## src/rtl/bvrl_pkg.sv

```systemverilog
`timescale 1ns / 1ps
// ----------------------------------------------------------------------------
// bvrl_pkg
// Shared types, register defaults and fixed-point helpers for the base
// velocity ramp limiter.
// ----------------------------------------------------------------------------
package bvrl_pkg;

  // Field widths.
  localparam int unsigned VelW  = 16;
  localparam int unsigned RegW  = 15;
  localparam int unsigned IdxW  = 3;
  localparam int unsigned ModeW = 2;
  localparam int unsigned AxisShift = 14;

  // Wide enough for a 16-bit value plus or minus a 15-bit margin.
  localparam int unsigned SumW = VelW + 2;

  // Register reset values.
  localparam logic [RegW-1:0] MaxFwdVelRst    = 15'd4096;
  localparam logic [RegW-1:0] MaxRevVelRst    = 15'd2048;
  localparam logic [RegW-1:0] MaxTurnVelRst   = 15'd12288;
  localparam logic [RegW-1:0] AccelStepLinRst = 15'd137;
  localparam logic [RegW-1:0] AccelStepAngRst = 15'd410;
  localparam logic [RegW-1:0] WindupLinRst    = 15'd1024;
  localparam logic [RegW-1:0] WindupAngRst    = 15'd3072;

  // Request kinds.
  typedef enum logic [ModeW-1:0] {
    MODE_JOY  = 2'd0,
    MODE_ODO  = 2'd1,
    MODE_TICK = 2'd2
  } mode_t;

  // Configuration register indexes.
  typedef enum logic [IdxW-1:0] {
    REG_MAX_FWD_VEL    = 3'd0,
    REG_MAX_REV_VEL    = 3'd1,
    REG_MAX_TURN_VEL   = 3'd2,
    REG_ACCEL_STEP_LIN = 3'd3,
    REG_ACCEL_STEP_ANG = 3'd4,
    REG_WINDUP_LIN     = 3'd5,
    REG_WINDUP_ANG     = 3'd6
  } reg_idx_t;

  typedef logic signed [VelW-1:0] vel_t;
  typedef logic signed [SumW-1:0] sum_t;

  // Axis (Q1.14) times gain (Q3.12), floor shift by 14, saturate to 16 bits.
  function automatic vel_t scale_axis(input vel_t axis, input logic [RegW-1:0] gain);
    logic signed [31:0] prod;
    logic signed [31:0] q;
    begin
      prod = 32'(axis) * $signed({17'd0, gain});
      q = prod >>> AxisShift;
      if (q > 32'sd32767) begin
        scale_axis = 16'sh7fff;
      end else if (q < -32'sd32768) begin
        scale_axis = 16'sh8000;
      end else begin
        scale_axis = q[VelW-1:0];
      end
    end
  endfunction

  // Keep the command within a margin of the measured value, on the side of
  // its own sign. The result always fits 16 bits.
  function automatic vel_t windup_clamp(input vel_t ramp, input vel_t odo,
                                        input logic [RegW-1:0] w);
    sum_t lim;
    sum_t r;
    begin
      r = SumW'(ramp);
      if (!ramp[VelW-1]) begin
        lim = SumW'(odo) + $signed({3'd0, w});
        windup_clamp = (r < lim) ? ramp : lim[VelW-1:0];
      end else begin
        lim = SumW'(odo) - $signed({3'd0, w});
        windup_clamp = (r > lim) ? ramp : lim[VelW-1:0];
      end
    end
  endfunction

  // Move toward the target by at most one step.
  function automatic vel_t slew(input vel_t target, input vel_t ramp,
                                input logic [RegW-1:0] step);
    sum_t lim;
    sum_t t;
    begin
      t = SumW'(target);
      if (target > ramp) begin
        lim = SumW'(ramp) + $signed({3'd0, step});
        slew = (t < lim) ? target : lim[VelW-1:0];
      end else begin
        lim = SumW'(ramp) - $signed({3'd0, step});
        slew = (t > lim) ? target : lim[VelW-1:0];
      end
    end
  endfunction

endpackage

```

## src/rtl/base_velocity_ramp_limiter_core.sv

```systemverilog
`timescale 1ns / 1ps
// ----------------------------------------------------------------------------
// base_velocity_ramp_limiter_core
// Two-axis slew-rate limiter with windup clamp for mobile base commands.
// ----------------------------------------------------------------------------
// The block takes one request per clock cycle while its input is not
// stalled, and returns its result, if it has one, from a result register:
// the request is captured in an input register, and a single pass of logic
// (the target multiply for joystick requests, or the windup clamp followed
// by the slew for ticks) loads the result register. Throughput is set only
// by the result register: while a result is stalled, one more request is
// held in the input register and the input stalls after that. A joystick
// request with the deadman released returns a zero stop command; ticks
// while active return the ramped command; all other requests return nothing.
module base_velocity_ramp_limiter_core
  import bvrl_pkg::*;
(
  input  logic                   clk,
  input  logic                   rst,
  // Request channel
  input  logic                   in_valid,
  output logic                   in_stall,
  input  logic [ModeW-1:0]       mode,
  input  logic                   deadman,
  input  logic signed [VelW-1:0] axis_lin,
  input  logic signed [VelW-1:0] axis_ang,
  input  logic signed [VelW-1:0] meas_lin,
  input  logic signed [VelW-1:0] meas_ang,
  // Result channel
  output logic                   out_valid,
  input  logic                   out_stall,
  output logic signed [VelW-1:0] cmd_lin,
  output logic signed [VelW-1:0] cmd_ang,
  output logic                   is_stop,
  // Configuration
  input  logic                   cfg_write,
  input  logic [IdxW-1:0]        cfg_index,
  input  logic [RegW-1:0]        cfg_data
);

  // Configuration registers.
  logic [RegW-1:0] max_fwd_vel, max_rev_vel, max_turn_vel;
  logic [RegW-1:0] accel_step_lin, accel_step_ang;
  logic [RegW-1:0] windup_lin, windup_ang;

  // Input register.
  logic                   item_valid;
  logic [ModeW-1:0]       item_mode;
  logic                   item_deadman;
  vel_t                   item_axis_lin, item_axis_ang;
  vel_t                   item_meas_lin, item_meas_ang;

  // Block state.
  logic active;
  vel_t target_lin, target_ang;
  vel_t ramp_lin, ramp_ang;
  vel_t odo_lin, odo_ang;

  logic advance;
  logic in_accept;

  // Combinational results of the single pass.
  logic active_next;
  vel_t target_lin_next, target_ang_next;
  vel_t ramp_lin_next, ramp_ang_next;
  vel_t odo_lin_next, odo_ang_next;
  vel_t clamp_lin, clamp_ang;
  logic emit, emit_stop;

  // The held request moves on whenever the result register is free or
  // being emptied this cycle.
  assign advance   = !out_valid || !out_stall;
  assign in_stall  = item_valid && !advance;
  assign in_accept = in_valid && !in_stall;

  // Configuration writes.
  always_ff @(posedge clk) begin
    if (rst) begin
      max_fwd_vel    <= MaxFwdVelRst;
      max_rev_vel    <= MaxRevVelRst;
      max_turn_vel   <= MaxTurnVelRst;
      accel_step_lin <= AccelStepLinRst;
      accel_step_ang <= AccelStepAngRst;
      windup_lin     <= WindupLinRst;
      windup_ang     <= WindupAngRst;
    end else if (cfg_write) begin
      unique case (cfg_index)
        REG_MAX_FWD_VEL:    max_fwd_vel    <= cfg_data;
        REG_MAX_REV_VEL:    max_rev_vel    <= cfg_data;
        REG_MAX_TURN_VEL:   max_turn_vel   <= cfg_data;
        REG_ACCEL_STEP_LIN: accel_step_lin <= cfg_data;
        REG_ACCEL_STEP_ANG: accel_step_ang <= cfg_data;
        REG_WINDUP_LIN:     windup_lin     <= cfg_data;
        REG_WINDUP_ANG:     windup_ang     <= cfg_data;
        default: ;
      endcase
    end
  end

  // Input register capture.
  always_ff @(posedge clk) begin
    if (rst) begin
      item_valid <= 1'b0;
    end else if (in_accept) begin
      item_valid <= 1'b1;
    end else if (advance) begin
      item_valid <= 1'b0;
    end
  end

  always_ff @(posedge clk) begin
    if (in_accept) begin
      item_mode     <= mode;
      item_deadman  <= deadman;
      item_axis_lin <= axis_lin;
      item_axis_ang <= axis_ang;
      item_meas_lin <= meas_lin;
      item_meas_ang <= meas_ang;
    end
  end

  // Windup clamp ahead of the slew for ticks.
  assign clamp_lin = windup_clamp(ramp_lin, odo_lin, windup_lin);
  assign clamp_ang = windup_clamp(ramp_ang, odo_ang, windup_ang);

  // Next state and result for the held request.
  always_comb begin
    active_next     = active;
    target_lin_next = target_lin;
    target_ang_next = target_ang;
    ramp_lin_next   = ramp_lin;
    ramp_ang_next   = ramp_ang;
    odo_lin_next    = odo_lin;
    odo_ang_next    = odo_ang;
    emit            = 1'b0;
    emit_stop       = 1'b0;
    unique case (item_mode)
      MODE_JOY: begin
        if (!item_deadman) begin
          active_next     = 1'b0;
          target_lin_next = '0;
          target_ang_next = '0;
          ramp_lin_next   = '0;
          ramp_ang_next   = '0;
          emit            = 1'b1;
          emit_stop       = 1'b1;
        end else begin
          active_next     = 1'b1;
          target_lin_next = scale_axis(item_axis_lin,
                                       (item_axis_lin > 16'sd0) ? max_fwd_vel : max_rev_vel);
          target_ang_next = scale_axis(item_axis_ang, max_turn_vel);
        end
      end
      MODE_ODO: begin
        odo_lin_next = item_meas_lin;
        odo_ang_next = item_meas_ang;
      end
      MODE_TICK: begin
        if (active) begin
          ramp_lin_next = slew(target_lin, clamp_lin, accel_step_lin);
          ramp_ang_next = slew(target_ang, clamp_ang, accel_step_ang);
          emit          = 1'b1;
        end
      end
      default: ;
    endcase
  end

  // State update.
  always_ff @(posedge clk) begin
    if (rst) begin
      active     <= 1'b0;
      target_lin <= '0;
      target_ang <= '0;
      ramp_lin   <= '0;
      ramp_ang   <= '0;
      odo_lin    <= '0;
      odo_ang    <= '0;
    end else if (item_valid && advance) begin
      active     <= active_next;
      target_lin <= target_lin_next;
      target_ang <= target_ang_next;
      ramp_lin   <= ramp_lin_next;
      ramp_ang   <= ramp_ang_next;
      odo_lin    <= odo_lin_next;
      odo_ang    <= odo_ang_next;
    end
  end

  // Result register.
  always_ff @(posedge clk) begin
    if (rst) begin
      out_valid <= 1'b0;
    end else if (advance) begin
      out_valid <= item_valid && emit;
    end
  end

  always_ff @(posedge clk) begin
    if (advance && item_valid && emit) begin
      cmd_lin <= ramp_lin_next;
      cmd_ang <= ramp_ang_next;
      is_stop <= emit_stop;
    end
  end

`ifndef SYNTHESIS
  // A stop command always carries zero velocities.
  a_stop_is_zero: assert property (@(posedge clk) disable iff (rst)
    out_valid && is_stop |-> cmd_lin == 16'sd0 && cmd_ang == 16'sd0)
    else $error("stop command with nonzero velocity");

  // After a deadman release the block is inactive with cleared ramps and a stop command out.
  a_stop_clears: assert property (@(posedge clk) disable iff (rst)
    item_valid && advance && item_mode == MODE_JOY && !item_deadman
    |=> !active && ramp_lin == 16'sd0 && ramp_ang == 16'sd0 && out_valid && is_stop)
    else $error("deadman release did not clear state");

  // The input stalls only while a request is held behind a stalled result.
  a_stall_cause: assert property (@(posedge clk) disable iff (rst)
    in_stall |-> item_valid && out_valid && out_stall)
    else $error("input stalled without cause");
`endif

endmodule
```

## config.mk

```make
export PLATFORM = sky130hd
export DESIGN_NAME = base_velocity_ramp_limiter_core
export DESIGN_NICKNAME = d
export VERILOG_FILES = /design/src/rtl/bvrl_pkg.sv /design/src/rtl/base_velocity_ramp_limiter_core.sv
export SDC_FILE = /design/constraint.sdc
export NUM_CORES = 2
export LEC_CHECK = 0
export BUFFER_PORTS_ARGS = -buffer_cell sky130_fd_sc_hd__buf_2
export CAP_MARGIN = 25
export CORE_MARGIN = 2
export CORE_UTILIZATION = 40
export CTS_CLUSTER_DIAMETER = 150
export DETAILED_ROUTE_END_ITERATION = 8
export PLACE_DENSITY = 0.54
export SLEW_MARGIN = 10
export SYNTH_ARGS = -nofsm -noshare
export SYNTH_HDL_FRONTEND = slang
export SYNTH_SLANG_ARGS = --single-unit
export TNS_END_PERCENT = 5
```

## constraint.sdc

```tcl
create_clock -name clk -period 13.3 [get_ports clk]
set_input_delay 1.995 -clock clk [delete_from_list [all_inputs] [get_ports clk]]
set_output_delay 1.995 -clock clk [all_outputs]
set_load 0.01 [all_outputs]
```

# Word level (Yosys, flattened, before mapping)
# Index checks and enable logic that the tools add are counted.
[totals]
register_bits = 304
[classes]
n_addsub = 8
n_mul = 2
n_lt_le_gt_ge = 15
n_eq_ne = 8
muxes = 31
reduce_logical = 22
[ops]
columns = ["cell", "n"]
rows = [
  ["two-way mux 16 bit", 22],
  ["adder 16 x 16 -> 17 bit", 4],
  ["greater-than comparator 16 x 17 -> 1 bit", 4],
  ["less-than comparator 16 x 17 -> 1 bit", 4],
  ["subtractor 16 x 16 -> 17 bit", 4],
  ["multiplier 16 x 16 -> 32 bit", 2],
  ["case mux 16 bit (2 select lines)", 2],
  ["greater-than comparator 18 x 16 -> 1 bit, second input constant", 2],
  ["less-than comparator 18 x 16 -> 1 bit, second input constant", 2],
  ["greater-than comparator 16 bit", 2],
  ["AND reduction 2 bit", 9],
  ["greater-than comparator 16 x 1 -> 1 bit, second input constant", 1],
  ["two-way mux 15 bit", 1],
  ["== test 3 bit, second input constant", 3],
  ["== test 3 x 2 -> 1 bit, second input constant", 2],
  ["logical AND 1 bit", 5],
  ["two-way mux 1 bit", 5],
  ["zero test 1 bit", 4],
  ["== test 3 x 1 -> 1 bit, second input constant", 1],
  ["zero test 3 bit", 1],
  ["== test 2 x 1 -> 1 bit, second input constant", 1],
  ["== test 2 bit, second input constant", 1],
  ["zero test 2 bit", 1],
  ["case mux 1 bit (2 select lines)", 1],
  ["2 further kinds", 2],
]

# Logic depth before layout (Yosys ltp)
[depth]
depth_word = 10
depth_mapped = 50

# Worst setup path before layout
# OpenSTA, ideal clock, no wires.
[synth_timing]
kind = "flip-flop to flip-flop"
startpoint = "register windup_ang[0]"
endpoint = "register cmd_ang[15], data pin"
arrival_time_ps = 9063
t_required_ps = 13032
slack_ps = 3968
stages_incl_launch_ff = 44
synth_period_minus_slack_ps = 9332
cell_sequence = "dfxtp_1 -> ha_1 -> fa_1 -> nor2b_1 -> o21a_1 -> o21bai_1 -> a21oi_1 -> o21ai_0 -> a21oi_1 -> o31a_1 -> o41a_1 -> a221oi_1 -> o21ai_0 -> ha_1 -> nand4_1 -> a211oi_1 -> o22ai_1 -> a31oi_1 -> [... 8 more ...] -> o21a_1 -> o21ai_0 -> a21oi_1 -> o41a_1 -> a21o_1 -> a211o_1 -> o21ai_0 -> ha_1 -> a21o_1 -> a21oi_1 -> nand2_1 -> o21a_1 -> a2111oi_0 -> o221ai_1 -> and2_1 -> clkbuf_1 -> a222oi_1 -> o21ai_0"
[synth_via]
elab_chain_cells = 10
elab_cells_between_ends = 17
cone_classes = "add/sub (4); order compare (5); mux (8)"
[synth_lines]
columns = ["element", "line_no", "source"]
rows = [
  ["start, declared", "base_velocity_ramp_limiter_core.sv:44", "logic [RegW-1:0] windup_lin, windup_ang;"],
  ["start signal, assigned", "base_velocity_ramp_limiter_core.sv:85", "windup_ang <= WindupAngRst;"],
  ["start signal, assigned", "base_velocity_ramp_limiter_core.sv:94", "REG_WINDUP_ANG: windup_ang <= cfg_data;"],
  ["adder 16 x 16 -> 17 bit / subtractor 16 x 16 -> 17 bit (equally long branches)", "bvrl_pkg.sv:75, bvrl_pkg.sv:78", ""],
  ["less-than comparator 16 x 17 -> 1 bit / greater-than comparator 16 x 17 -> 1 bit (equally long branches)", "bvrl_pkg.sv:76, bvrl_pkg.sv:79", ""],
  ["two-way mux 16 bit, on equally long branches", "bvrl_pkg.sv:76, bvrl_pkg.sv:79", ""],
  ["two-way mux 16 bit *", "bvrl_pkg.sv:74", "if (!ramp[VelW-1]) begin"],
  ["subtractor 16 x 16 -> 17 bit / adder 16 x 16 -> 17 bit (equally long branches)", "bvrl_pkg.sv:95, bvrl_pkg.sv:92", ""],
  ["greater-than comparator 16 x 17 -> 1 bit / less-than comparator 16 x 17 -> 1 bit (equally long branches)", "bvrl_pkg.sv:96, bvrl_pkg.sv:93", ""],
  ["two-way mux 16 bit, on equally long branches", "bvrl_pkg.sv:96, bvrl_pkg.sv:93", ""],
  ["two-way mux 16 bit *", "bvrl_pkg.sv:91", "if (target > ramp) begin"],
  ["two-way mux 16 bit *", "base_velocity_ramp_limiter_core.sv:159", "if (active) begin"],
  ["case mux 16 bit (2 select lines) *", "base_velocity_ramp_limiter_core.sv:137", "unique case (item_mode)"],
  ["named net ramp_ang_next[15]", "base_velocity_ramp_limiter_core.sv:65", "vel_t ramp_lin_next, ramp_ang_next;"],
  ["end signal, assigned", "base_velocity_ramp_limiter_core.sv:202", "cmd_ang <= ramp_ang_next;"],
  ["end, declared", "base_velocity_ramp_limiter_core.sv:33", "output logic signed [VelW-1:0] cmd_ang,"],
]
# Mark *: on every way through the listed nets, which the timed path passes. The rest lies on a longest branch.
# A chain may end at the register's enable or synchronous reset.

# Worst setup path in the final report
# Ends and elaborated chain as after synthesis.

==> results.ini <==
[clocking]
holdBufCountCts=0
cts_buffers=41
worstSkewPairLatency_ns=0.63
clockBufferDepth=3
postCtsSetupRepairBufs=0
cts_sinks=304
path_clk_slew_ns=0.06
cts_tree=yes
clockRootBuffer=clkbuf_16
htreeDepth=2
cts_resized=0

[yosys]
syn_area_mm2=0.03914
synth_warnings=0
synth_seq_area_share_pct=18.11
synth-seq-cells=304
synth_ff_type=dfxtp_1
synth_xor_xnor_area_share_pct=3.513
syn-num-nets=5475
yosys.area.top_type=fa_1
syn_inst=4445
synthDistinctLibCells=88
synthAdderAreaFrac_pct=39.60
synth_top_family_by_area=adder cells
synthMuxAreaShare_pct=0.8471
synth_edf_count=100
yosys.area.top_type_share_pct=25.47
synth_area_leaders=fa_1 (25%), ha_1 (14%), dfxtp_1 (10%)
synthArstFlopShare_pct=0
synth-compound-area-share_pct=13.62
synth-simple-area-share_pct=15.26
avgSynthCellArea_um2=8.806

[sta]
period_share_pct=86.66
final-setup-viol-count=0
tns_ns=0
hold_slack_ns=0.4564
hold_viol=0
maxSlewViolCount=0
fmax_mhz=86.76
max-slew-margin-rel_pct=30.78
period_needed_ns=11.53
rsz0062_at_grt=no
worstMarginPinSlew_ns=1.038
fin_skew_ns=0.05491

[power]
power_w=0.003621
p_leak_nw=19.54
cellPowerDensity_mw_per_mm2=85.54
ir_worst_vdd_v=0.00007530

[route]
drt_iter0_drc=1966
vias=30130
drc_errors=0
vias_per_cell=5.203
antenna_left=0
dr.pass1.iters=7
routedWlPerCell_um=19.90
wl_um=115200

[floorplanning]
start_util_pct=40.41
ios=125
fp.dieW_um=316.8
fp-row-count=114
fp.dieArea_mm2=0.1004
die_y_um=316.8
core-area_mm2=0.09685

[global_route]
use_met3_pct=3.496
antenna_found_initial=4
grt.overflow.total=0
grt_max_degree=81
grt_usage_pct=23.58
grt_use_met1_pct=33.59
grt_pass1_vias=31060
grt_pass1_wl_um=182500
met2_usage_pct=37.90
busiest_layer=met2

[critical_path]
path_buf_inv=3
cp.required_ns=13.67
critPathLaunchType=flop
cp_max_fo=20
cp.depth=43
cpLargestDelayFamily=compound AO/OA/AOI/OAI gates
critPathCaptureType=flop
path_class=flop to flop
crit_arrival_ns=11.89
slowest_stage=a211oi_1
cpPeakStageDelay_ns=0.61
r2r_cells=43

[layout]
nets=5509
drive_above_1_share_pct=6.760
mostFrequentLayoutCells=inv_1 (761), nand2_1 (645), fa_1 (498)
final_common_cell=inv_1
syn_to_final_growth_pct=8.155

[hold_path]
hp-class=flop to flop
hold_path_depth=2

[job]
maxCapViolCount=0

[run_status]
status=finished, final reports clean

[place]
gp_congestion=0.9182
portBuffers=124
dp_hpwl_um=90530

==> logic make-up after synthesis <==
family | count (synthesis)
and+or+nand+nor | 1290
adders and majority gates | 940
buffers and inverters | 936
AOI/OAI and AO/OA | 787
DFF | 304
xor gates and xnor gates | 157
muxes | 31
==> per-stage QoR <==
| stage | util (%) | cell area (um^2) | cells | setup slack (ns) |
|---|---|---|---|---|
| 6_report | 43.71 | 42330 | 5791 | 1.774 |
| 2_1_floorplan | - | 39140 | 4445 | 3.968 |
| 3_3_place_gp | 42.33 | 40990 | 5708 | 1.954 |
| 3_5_place_dp | 42.34 | 41010 | 5710 | 1.848 |
| 5_1_grt | 43.70 | 42330 | 5788 | 0.6239 |
| 4_1_cts | 43.69 | 42310 | 5786 | 1.819 |
==> worst reg2reg max path: cells and delay by family, from the launching register on <==
family / cells / cell delay [ns]
AO/OA/AOI/OAI: 25 / 6.43
AND/OR/NAND/NOR: 9 / 2.12
adder cells (fa/ha/maj): 5 / 1.64
buffers and inverters: 3 / 0.41
flip-flops: 1 / 0.33
XOR/XNOR: 1 / 0.31
==> sequential cells by signal (all words and copies together), names as in the netlist, 2 cells and up <==
| name | count |
|---|---|
| cmd_ang | 16 |
| ramp_lin | 16 |
| ramp_ang | 16 |
| max_rev_vel | 15 |
| max_fwd_vel | 15 |
| item_meas_lin | 16 |
| accel_step_lin | 15 |
| windup_lin | 15 |
| item_meas_ang | 16 |
| accel_step_ang | 15 |
| windup_ang | 15 |
| item_mode | 2 |
| target_lin | 16 |
| cmd_lin | 16 |
| item_axis_lin | 16 |
| odo_lin | 16 |
| odo_ang | 16 |
| max_turn_vel | 15 |
| target_ang | 16 |
| item_axis_ang | 16 |
==> metal layers <==
| layer | wire [um] | part of all wire [%] | vias to the layer above |
|---|---|---|---|
| met5 | 27 | 0.023 | - |
| met4 | 2530 | 2.2 | 4 |
| met3 | 5908 | 5.1 | 117 |
| met2 | 51500 | 45 | 674 |
| met1 | 55270 | 48 | 14830 |
| li1 | - | - | 14510 |
==> final cells by class <==
type	count	area (um^2)
multi-input cells	3205	28540
inverters	761	2856
well taps	1276	1597
repair buffers	166	942.2
fillers	9716	54520
clock buffers	53	1122
clock inverters	23	180.2
flip-flops and latches	304	7087
diodes	3	7.507
==> where the power goes <==
group / total, W / switching (W) / internal, W
clock: 0.00110 / 0.000490 / 0.000607
sequential: 0.00106 / 0.0000689 / 0.000993
combinational: 0.00146 / 0.000868 / 0.000594
total: 0.00362 / 0.00143 / 0.00219
==> final timing paths <==
path                          startpoint                     endpoint  slack, ns
min reg2reg  max_fwd_vel[3]$_SDFFE_PP0P_  max_fwd_vel[3]$_SDFFE_PP0P_       0.46
max           windup_ang[0]$_SDFFE_PP0P_        cmd_ang[15]$_DFFE_PP_       1.77
max reg2reg   windup_ang[0]$_SDFFE_PP0P_        cmd_ang[15]$_DFFE_PP_       1.77
min          max_fwd_vel[3]$_SDFFE_PP0P_  max_fwd_vel[3]$_SDFFE_PP0P_       0.46
==> cell usage after synthesis (all sizes together) (12+ instances only) <==
| master | number |
|---|---|
| nand2 | 645 |
| o31a | 13 |
| o31ai | 13 |
| o21bai | 16 |
| nor2b | 65 |
| a221o | 43 |
| o22ai | 16 |
| nand3 | 41 |
| inv | 761 |
| a21o | 68 |
| mux2 | 17 |
| buf | 13 |
| fa | 498 |
| a211oi | 21 |
| edfxtp | 100 |
| or3 | 17 |
| a221oi | 16 |
| o21a | 39 |
| ha | 442 |
| nand4 | 23 |
| nor2 | 180 |
| nand3b | 14 |
| xnor2 | 117 |
| a2bb2oi | 12 |
| clkbuf | 162 |
| a22oi | 15 |
| a21oi | 278 |
| and2 | 187 |
| o21ai | 112 |
| nor3 | 41 |
| dfxtp | 204 |
| o211ai | 13 |
| a211o | 14 |
| xor2 | 40 |
| mux2i | 14 |
| o221a | 13 |
| nand2b | 36 |
| and3 | 18 |
(Power assumes the default switching activity.)
